File: src/rtl/four_level_page_table_walker_defines.svh
// Assertion macros for the page-table walker.
// Included by the top level; depends on nothing else.
`ifndef FOUR_LEVEL_PAGE_TABLE_WALKER_DEFINES_SVH
`define FOUR_LEVEL_PAGE_TABLE_WALKER_DEFINES_SVH

`ifndef ASSERT_OFF

`define PTW_ASSERT(lbl, clk, rst_n, prop) \
    lbl: assert property (@(posedge clk) disable iff (!rst_n) prop) \
        else $error("page table walker check failed");

`define PTW_ASSERT_NEVER(lbl, clk, rst_n, expr) \
    lbl: assert property (@(posedge clk) disable iff (!rst_n) !(expr)) \
        else $error("page table walker forbidden condition");

`else

`define PTW_ASSERT(lbl, clk, rst_n, prop)

`define PTW_ASSERT_NEVER(lbl, clk, rst_n, expr)

`endif

`endif

File: src/rtl/ptw_pkg.sv
// Shared types and constants for the page-table walker.
// Used by every module of the block; depends on nothing.
package ptw_pkg;

    localparam int TABLE_WORDS_DEF = 32768;
    localparam int LEVELS_DEF      = 4;

    localparam int WORDS_PER_PAGE = 512;
    localparam int SLOT_W         = 9;
    localparam int OFFSET_W       = 12;
    localparam int VA_W           = 48;
    localparam int PAGE_W         = 40;
    localparam int ENTRY_W        = 64;
    localparam int ROOT_W         = 6;
    localparam int WIDX_W         = 15;

    localparam int ENT_P_BIT = 0;
    localparam int ENT_W_BIT = 1;
    localparam int ENT_U_BIT = 2;

    localparam logic KIND_WRITE = 1'b0;
    localparam logic KIND_XLATE = 1'b1;

    typedef struct packed {
        logic                kind;
        logic [WIDX_W-1:0]   table_word_index;
        logic [ENTRY_W-1:0]  entry_value;
        logic [VA_W-1:0]     virt_addr;
    } in_item_t;

    typedef struct packed {
        logic                mapped;
        logic [PAGE_W-1:0]   page_number;
        logic [51:0]         phys_addr;
        logic [11:0]         permissions;
    } out_item_t;

    typedef struct packed {
        logic wr_en;
        logic rd_en;
    } mem_ctl_t;

    typedef enum logic [1:0] {
        ST_IDLE,
        ST_WAIT,
        ST_PEND
    } walk_state_t;

endpackage

File: src/rtl/ptw_walk.sv
// Walk sequencer: takes items, drives the table memory level by level and
// forms the result. Depends on ptw_pkg.
module ptw_walk #(
    parameter int TABLE_WORDS = ptw_pkg::TABLE_WORDS_DEF,
    parameter int LEVELS      = ptw_pkg::LEVELS_DEF,
    parameter int AW          = $clog2(TABLE_WORDS)
) (
    input  logic                          clk,
    input  logic                          rst_n,
    input  logic                          item_valid,
    output logic                          item_stall,
    input  ptw_pkg::in_item_t             item,
    output logic                          result_valid,
    input  logic                          result_stall,
    output ptw_pkg::out_item_t            result,
    input  logic [ptw_pkg::ROOT_W-1:0]    root_table_page,
    output ptw_pkg::mem_ctl_t             mem_ctl,
    output logic [AW-1:0]                 mem_addr,
    output logic [ptw_pkg::ENTRY_W-1:0]   mem_wr_data,
    input  logic [ptw_pkg::ENTRY_W-1:0]   mem_rd_data
);
    import ptw_pkg::*;

    localparam int LVL_W     = (LEVELS > 1) ? $clog2(LEVELS) : 1;
    localparam int PAGES     = TABLE_WORDS / WORDS_PER_PAGE;
    localparam int VA_EXT_W  = (OFFSET_W + SLOT_W * LEVELS > VA_W) ?
                               OFFSET_W + SLOT_W * LEVELS : VA_W;

    walk_state_t        state_reg, state_next;
    logic [LVL_W-1:0]   level_reg, level_next;
    logic [1:0]         acc_wu_reg, acc_wu_next;
    logic [VA_W-1:0]    va_reg, va_next;
    out_item_t          res_reg, res_next;
    out_item_t          out_reg, out_next;
    logic               out_valid_reg, out_valid_next;

    logic               accept;
    logic               out_free;
    logic               issue;
    logic               finish;
    out_item_t          fin_res;
    logic [ENTRY_W-1:0] entry_now;
    logic               present;
    logic               last;
    logic [PAGE_W-1:0]  next_page;
    logic               next_ok;
    logic               root_ok;

    function automatic logic [SLOT_W-1:0] slot_of(input logic [VA_W-1:0] va,
                                                  input logic [LVL_W-1:0] lvl);
        logic [VA_EXT_W-1:0] va_ext;
        logic [SLOT_W-1:0]   slot;
        va_ext = VA_EXT_W'(va);
        slot   = '0;
        for (int i = 0; i < LEVELS; i++)
        begin
            if (lvl == LVL_W'(i))
            begin
                slot = va_ext[OFFSET_W + SLOT_W * (LEVELS - 1 - i) +: SLOT_W];
            end
        end
        return slot;
    endfunction

    function automatic logic [AW-1:0] word_addr(input logic [PAGE_W-1:0] page,
                                                input logic [SLOT_W-1:0] slot);
        logic [AW+SLOT_W-1:0] full;
        full = {AW'(page), slot};
        return full[AW-1:0];
    endfunction

    function automatic logic page_ok(input logic [PAGE_W-1:0] page);
        return page < PAGE_W'(PAGES);
    endfunction

    assign accept   = item_valid && (state_reg == ST_IDLE);
    assign out_free = !out_valid_reg || !result_stall;

    // The writable and user bits are narrowed by every level walked so far.
    always_comb
    begin
        entry_now = mem_rd_data;
        entry_now[ENT_W_BIT] = mem_rd_data[ENT_W_BIT] & acc_wu_reg[0];
        entry_now[ENT_U_BIT] = mem_rd_data[ENT_U_BIT] & acc_wu_reg[1];
    end

    assign present   = entry_now[ENT_P_BIT];
    assign last      = (level_reg == LVL_W'(LEVELS - 1));
    assign next_page = entry_now[51:12];
    assign next_ok   = present && !last && page_ok(next_page);
    assign root_ok   = page_ok(PAGE_W'(root_table_page));

    always_comb
    begin
        state_next = state_reg;
        case (state_reg)
            ST_IDLE:
            begin
                if (issue)
                begin
                    state_next = ST_WAIT;
                end
                else if (finish && !out_free)
                begin
                    state_next = ST_PEND;
                end
            end
            ST_WAIT:
            begin
                if (!issue)
                begin
                    state_next = out_free ? ST_IDLE : ST_PEND;
                end
            end
            ST_PEND:
            begin
                if (out_free)
                begin
                    state_next = ST_IDLE;
                end
            end
            default:
            begin
                state_next = ST_IDLE;
            end
        endcase
    end

    always_comb
    begin
        item_stall     = (state_reg != ST_IDLE);
        mem_ctl        = '0;
        mem_addr       = AW'(item.table_word_index);
        mem_wr_data    = item.entry_value;
        issue          = 1'b0;
        finish         = 1'b0;
        fin_res        = '0;
        level_next     = level_reg;
        acc_wu_next    = acc_wu_reg;
        va_next        = va_reg;
        res_next       = res_reg;
        out_next       = out_reg;
        out_valid_next = out_valid_reg && result_stall;

        case (state_reg)
            ST_IDLE:
            begin
                if (accept)
                begin
                    if (item.kind == KIND_WRITE)
                    begin
                        mem_ctl.wr_en = (32'(item.table_word_index) < 32'(TABLE_WORDS));
                        finish        = 1'b1;
                    end
                    else if (root_ok)
                    begin
                        mem_ctl.rd_en = 1'b1;
                        mem_addr      = word_addr(PAGE_W'(root_table_page),
                                                  slot_of(item.virt_addr, '0));
                        issue         = 1'b1;
                        level_next    = '0;
                        acc_wu_next   = 2'b11;
                        va_next       = item.virt_addr;
                    end
                    else
                    begin
                        finish = 1'b1;
                    end
                end
            end
            ST_WAIT:
            begin
                if (next_ok)
                begin
                    mem_ctl.rd_en = 1'b1;
                    mem_addr      = word_addr(next_page, slot_of(va_reg, level_reg + 1'b1));
                    issue         = 1'b1;
                    level_next    = level_reg + 1'b1;
                    acc_wu_next   = {entry_now[ENT_U_BIT], entry_now[ENT_W_BIT]};
                end
                else
                begin
                    finish = 1'b1;
                    if (present && last)
                    begin
                        fin_res.mapped      = 1'b1;
                        fin_res.page_number = entry_now[51:12];
                        fin_res.phys_addr   = {entry_now[51:12], va_reg[OFFSET_W-1:0]};
                        fin_res.permissions = entry_now[11:0];
                    end
                end
            end
            ST_PEND:
            begin
                if (out_free)
                begin
                    out_next       = res_reg;
                    out_valid_next = 1'b1;
                end
            end
            default:
            begin
            end
        endcase

        if (finish)
        begin
            if (out_free)
            begin
                out_next       = fin_res;
                out_valid_next = 1'b1;
            end
            else
            begin
                res_next = fin_res;
            end
        end
    end

    always_ff @(posedge clk or negedge rst_n)
    begin
        if (!rst_n)
        begin
            state_reg     <= ST_IDLE;
            level_reg     <= '0;
            acc_wu_reg    <= '0;
            out_valid_reg <= 1'b0;
        end
        else
        begin
            state_reg     <= state_next;
            level_reg     <= level_next;
            acc_wu_reg    <= acc_wu_next;
            out_valid_reg <= out_valid_next;
        end
    end

    always_ff @(posedge clk)
    begin
        va_reg  <= va_next;
        res_reg <= res_next;
        out_reg <= out_next;
    end

    assign result_valid = out_valid_reg;
    assign result       = out_reg;

endmodule

File: config.mk
export PLATFORM = sky130hd
export DESIGN_NAME = ptw_walk
export DESIGN_NICKNAME = d
export VERILOG_FILES = /design/src/rtl/four_level_page_table_walker_defines.svh /design/src/rtl/ptw_pkg.sv /design/src/rtl/ptw_walk.sv
export SDC_FILE = /design/constraint.sdc
export NUM_CORES = 1
export LEC_CHECK = 0
export ABC_AREA = 1
export BUFFER_PORTS_ARGS = -buffer_cell sky130_fd_sc_hd__buf_2
export CAP_MARGIN = 40
export CORE_ASPECT_RATIO = 0.7
export CORE_UTILIZATION = 45
export DETAILED_ROUTE_END_ITERATION = 10
export PLACE_DENSITY = 0.79
export SLEW_MARGIN = 20
export SYNTH_ARGS = -nofsm -noshare
export SYNTH_HDL_FRONTEND = slang
export SYNTH_SLANG_ARGS = --single-unit
File: constraint.sdc
create_clock -name clk -period 5.2 [get_ports clk]
set_input_delay 1.04 -clock clk [delete_from_list [all_inputs] [get_ports clk]]
set_output_delay 1.04 -clock clk [all_outputs]
set_load 0.01 [all_outputs]
Word level (Yosys, flattened, before mapping)

Index checks and enable logic that the tools add are counted.

Bits in registers: 265
Output and inout port bits: 188
Logic and storage cells: 93

$add $sub $neg: 1
Magnitude comparators: 1
Equality and inequality tests: 12
Multiplexer cells: 44
Bitwise operators: 3
Reduce and logical (&&, ||, !) cells: 19

Operators with widths:

| kind                                                                    | number |
|---|---|
| 105-bit two-way mux                                                     | 7 |
| 15-bit two-way mux                                                      | 3 |
| 40-bit by 7-bit < comparator with 1-bit output, second input constant   | 1 |
| 9-bit two-way mux                                                       | 4 |
| 15-bit one-hot mux with 2 select lines                                  | 1 |
| 2-bit two-way mux                                                       | 12 |
| 1-bit two-way mux                                                       | 11 |
| 2-bit inequality test, second input constant                            | 5 |
| 2-bit equality test, second input constant                              | 4 |
| 2-bit one-hot mux with 2 select lines                                   | 2 |
| 1-bit logical AND                                                       | 6 |
| 1-bit one-hot mux with 2 select lines                                   | 3 |
| 2-bit one-hot mux with 3 select lines                                   | 1 |
| 3-bit AND reduction                                                     | 2 |
| 2-bit by 1-bit equality test with 1-bit output, second input constant   | 2 |
| 1-bit logical NOT                                                       | 4 |
| 2-bit logical NOT                                                       | 2 |
| 4-bit AND reduction                                                     | 1 |
| 2-bit nonzero test                                                      | 2 |
| 3-bit by 2-bit inequality test with 1-bit output, second input constant | 1 |
| 2-bit by 1-bit adder with 2-bit output, second input constant           | 1 |
| 1-bit bitwise AND                                                       | 2 |
| 2-bit AND reduction                                                     | 1 |
| 1-bit logical OR                                                        | 1 |
| 1-bit NOT                                                               | 1 |

Longest topological paths before layout

Depth in word-level cells: 10
Mapped depth: 13

Worst setup path after synthesis

OpenSTA, ideal clock, no wires.

Path kind: input-to-reg
Start: input port mem_rd_data[27] (netlist bit)
End: register res_reg[0] (netlist bit) (enable)
Library setup time: 0.507 ns
Arrival: 4.928 ns
Data required time: 4.693 ns
Setup slack: -0.235 ns
Cell stages on the path: 10
Path buffers: 2
Cell sequence: inv_1 -> nand3_1 -> nor2_1 -> nand3_1 -> clkinv_1 -> nand2_2 -> nand2_2 -> buf_4 -> buf_6 -> a21oi_1

Word-level cells in the longest chain between the ends: 5

Ends and longest elaborated chain:

| what                                           | line            | RTL |
|---|---|---|
| start: declaration                             | ptw_walk.sv:20  | `input logic [ptw_pkg::ENTRY_W-1:0] mem_rd_data` |
| 40-bit by 7-bit < comparator with 1-bit output | ptw_walk.sv:73  | `return page < PAGE_W'(PAGES);` |
| 1-bit logical AND                              | ptw_walk.sv:90  | `assign next_ok = present && !last && page_ok(next_page);` |
| 1-bit two-way mux                              | ptw_walk.sv:173 | `if (next_ok)` |
| 1-bit one-hot mux with 2 select lines          | ptw_walk.sv:145 | `case (state_reg)` |
| 2-bit AND reduction (no line)                  | -               |  |
| end signal: assignment                         | ptw_walk.sv:241 | `res_reg <= res_next;` |
| end: declaration                               | ptw_walk.sv:33  | `out_item_t res_reg, res_next;` |

Every way passes these cells.
A chain may end at the register's enable or synchronous reset.

Worst setup path after layout

Start: input port mem_rd_data[50] (netlist bit)
End: output port mem_addr[6]

Word-level cells in the longest chain between the ends: 4

Ends and longest elaborated chain:

| what                                           | line            | RTL |
|---|---|---|
| 40-bit by 7-bit < comparator with 1-bit output | ptw_walk.sv:73  |  |
| 1-bit logical AND                              | ptw_walk.sv:90  |  |
| 15-bit two-way mux                             | ptw_walk.sv:173 |  |
| 15-bit one-hot mux with 2 select lines         | ptw_walk.sv:145 |  |
| end: declaration                               | ptw_walk.sv:18  | `output logic [AW-1:0] mem_addr,` |

Every way passes these cells.

==> run metrics <==
status completed; Layout Skew 0.0140 ns; Starting DRT DRC Count 680; CTS H-tree depth 1; Post-DP HPWL 20200 um; die area 24800 um^2; largest family of logic cells by synthesized area simple AND/OR/NAND/NOR gates; Max clock buf depth 3; most used cell, CP nand3_1; WP buf/inv 3; first-pass GRT wire length 46200 um; layout cell share with drive strength beyond 1 24.1%; total track usage 23.4%; Synth area leaders edfxtp_1 (31%), dfxtp_1 (19%), nand2_1 (14%); DRT Wirelength 29300 um; Initial DRT Pass Iterations 8; RSZ-0062 raised after global routing false; Setup crit end kind output port; sequential-to-total area share from yosys stat 51.8%; Die Y 132 um; routed len/inst 16.1 um; Final Cycle Share 79.5%; simple logic cell fraction of the synthesized area 24.7%; worst r2r dst res_reg[6]; Area Overhead vs Synth 16.0%; Avg Inst Size Synth 8.16 um^2; Compound-Gate Fraction of Synth Area 7.98%; worst reg-to-reg path cell count 12; flip-flop count of the largest register after layout 105; top cells by count, synth nand2_1 (397), o21ai_0 (146), nor2_1 (127); Post-synth EDFFs 112; Worst Tran Pin Value 0.741 ns; Hold WS 0.365 ns; io pins 390; Slew Viols, Final 0; Pwr Density 376 nW/um^2; CTS buffer count 23; Leak 6.19 nW; largest net degree at the start of global routing 64; Layout Nets 1697; dominant cell type by area after synthesis edfxtp_1; setup bufs post-CTS 0; Buffers on Ports 249; f_max 0.242 GHz; Cells after Synth 1334; Syn Nets 1540; # Max-Cap Violations 0; CTS tree yes; Final TNS setup 0 ns; number of global-route vias before repair 8738; Max IR drop VDD 0.208 mV; via count 9277; Most used DFF post-synth edfxtp_1; Netlist Area Pre-Place 10900 um^2; core area 23700 um^2; post_cts resized 0; die span in x 188 um; initial antenna violation count 0; worst-skew pair later-pin latency 0.51 ns; WP data arrival 3.09 ns; CTS root buffer clkbuf_16; type of the worst setup path in2out; # fillers 2174; asr flop ratio synth 3.13%; Max Used Layer met4; GRT overflow 0; most numerous cell in the Yosys netlist nand2_1; top cell type's share of synthesized area 30.9%; DR vias/cell 5.09; clk slew on worst S/H paths 0.06 ns; diode count 0; adder-cell share of the synthesized area 0.460%; Hold Vio Cnt, Final 0; multiplexer share of the synthesized area 2.38%; startpoint type of the worst setup path input pin; #FFs+latches synth 224; Tightest Hold Check Type in2async; row cnt 47; Worst EP required 4.16 ns; DR DRC count 0; flop2flop setup slack 1.96 ns; Slew headroom 50.6%; FF-to-FF Start level_reg[0]; Metal-1 WL 12800 um; metal3 WL 3290 um; WL met2 12800 um; Tmin final 4.13 ns; initial core utilization 46.0%; area of the multi-input gates 3890 um^2; final setup fails 0; post-synthesis xor/xnor area fraction 0%; Critical Path Max Stage Delay 0.38 ns; antenna-violating nets left 0; Critical-path top delay cell nor2_1; GPL Wtd Cong 0.878; critical-path maximum fanout 8; Syn. warnings 0; crit-path cells buf_2 -> nor2_1 -> nand3_1 -> nor2_1 -> nand3_1 -> nor2_2 -> nand2_2 -> nand2_2 -> inv_2 -> nand2_1 -> nand3_1 -> buf_2; CTS Hold Bufs 0; delay-heaviest family, CP simple AND/OR/NAND/NOR gates; clock sinks 224; sequential cell area 5640 um^2; count of cell types in the netlist 33
-- power breakdown --
group          leakage (nW)  total [W]  switching, W  internal, W
combinational          3.81   0.000891      0.000563     0.000328
clock                 0.394    0.00174      0.000677      0.00106
sequential             1.99    0.00211     0.0000824      0.00203
-- placed cells by master (no fill, tap or decap), types with 5 or more instances in the layout --
cell,instances
nand2_2,5
inv_2,10
clkbuf_16,23
edfxtp_1,112
buf_4,7
a21oi_1,15
o21ai_0,146
nand2_1,397
buf_2,249
dfxtp_1,105
inv_1,122
nand4_1,5
nand3_1,67
nor3_1,22
nor2_2,15
mux2_2,23
nor2_1,127
dfrtp_1,7
-- layer usage --
metal,up-vias,track usage [%]
li1,4525,-
met1,4231,32.1
met2,480,35.7
met3,41,8.06
met4,0,4.88
met5,-,0
-- area by class of cell --
cell class              count  share of cell area, %
flip-flops and latches    224                   44.7
well taps                 318                   3.15
inverters                 133                   3.95
clock inverters            10                   1.19
multi-input cells         848                   30.8
clock buffers              30                   5.08
repair buffers            261                   11.1
-- logic make-up after synthesis --
kind of cell,Yosys count
and+or+nand+nor,650
DFF,224
buffers and inverters,262
adders and majority gates,4
muxes,23
AOI/OAI and AO/OA,171
-- per-stage QoR --
step | std cells | cell area (um^2) | worst slack [ns] | utilization, % | total power [W]
2_1_floorplan | 1334 | 10900 | 1.07 | - | 0.00274
3_3_place_gp | 1779 | 11700 | 1.10 | 49.5 | 0.00299
3_5_place_dp | 1783 | 11800 | 1.07 | 49.9 | 0.00303
4_1_cts | 1823 | 12600 | 1.06 | 53.2 | 0.00477
5_1_grt | 1824 | 12600 | 0.933 | 53.3 | 0.00497
6_report | 1824 | 12600 | 1.07 | 53.3 | 0.00475
-- how the worst max path moves through the flow --
stage,startpoint,endpoint,depth (start not counted)
after global routing,state_reg[1],mem_addr[6],9
after detailed placement,mem_rd_data[50],mem_addr[6],12
after floorplan,mem_rd_data[27],res_reg[0],10
after global placement,mem_rd_data[50],mem_addr[6],12
after CTS,mem_rd_data[50],mem_addr[6],12
final,mem_rd_data[50],mem_addr[6],12
No activity file was read; power rests on OpenSTA's default activity.
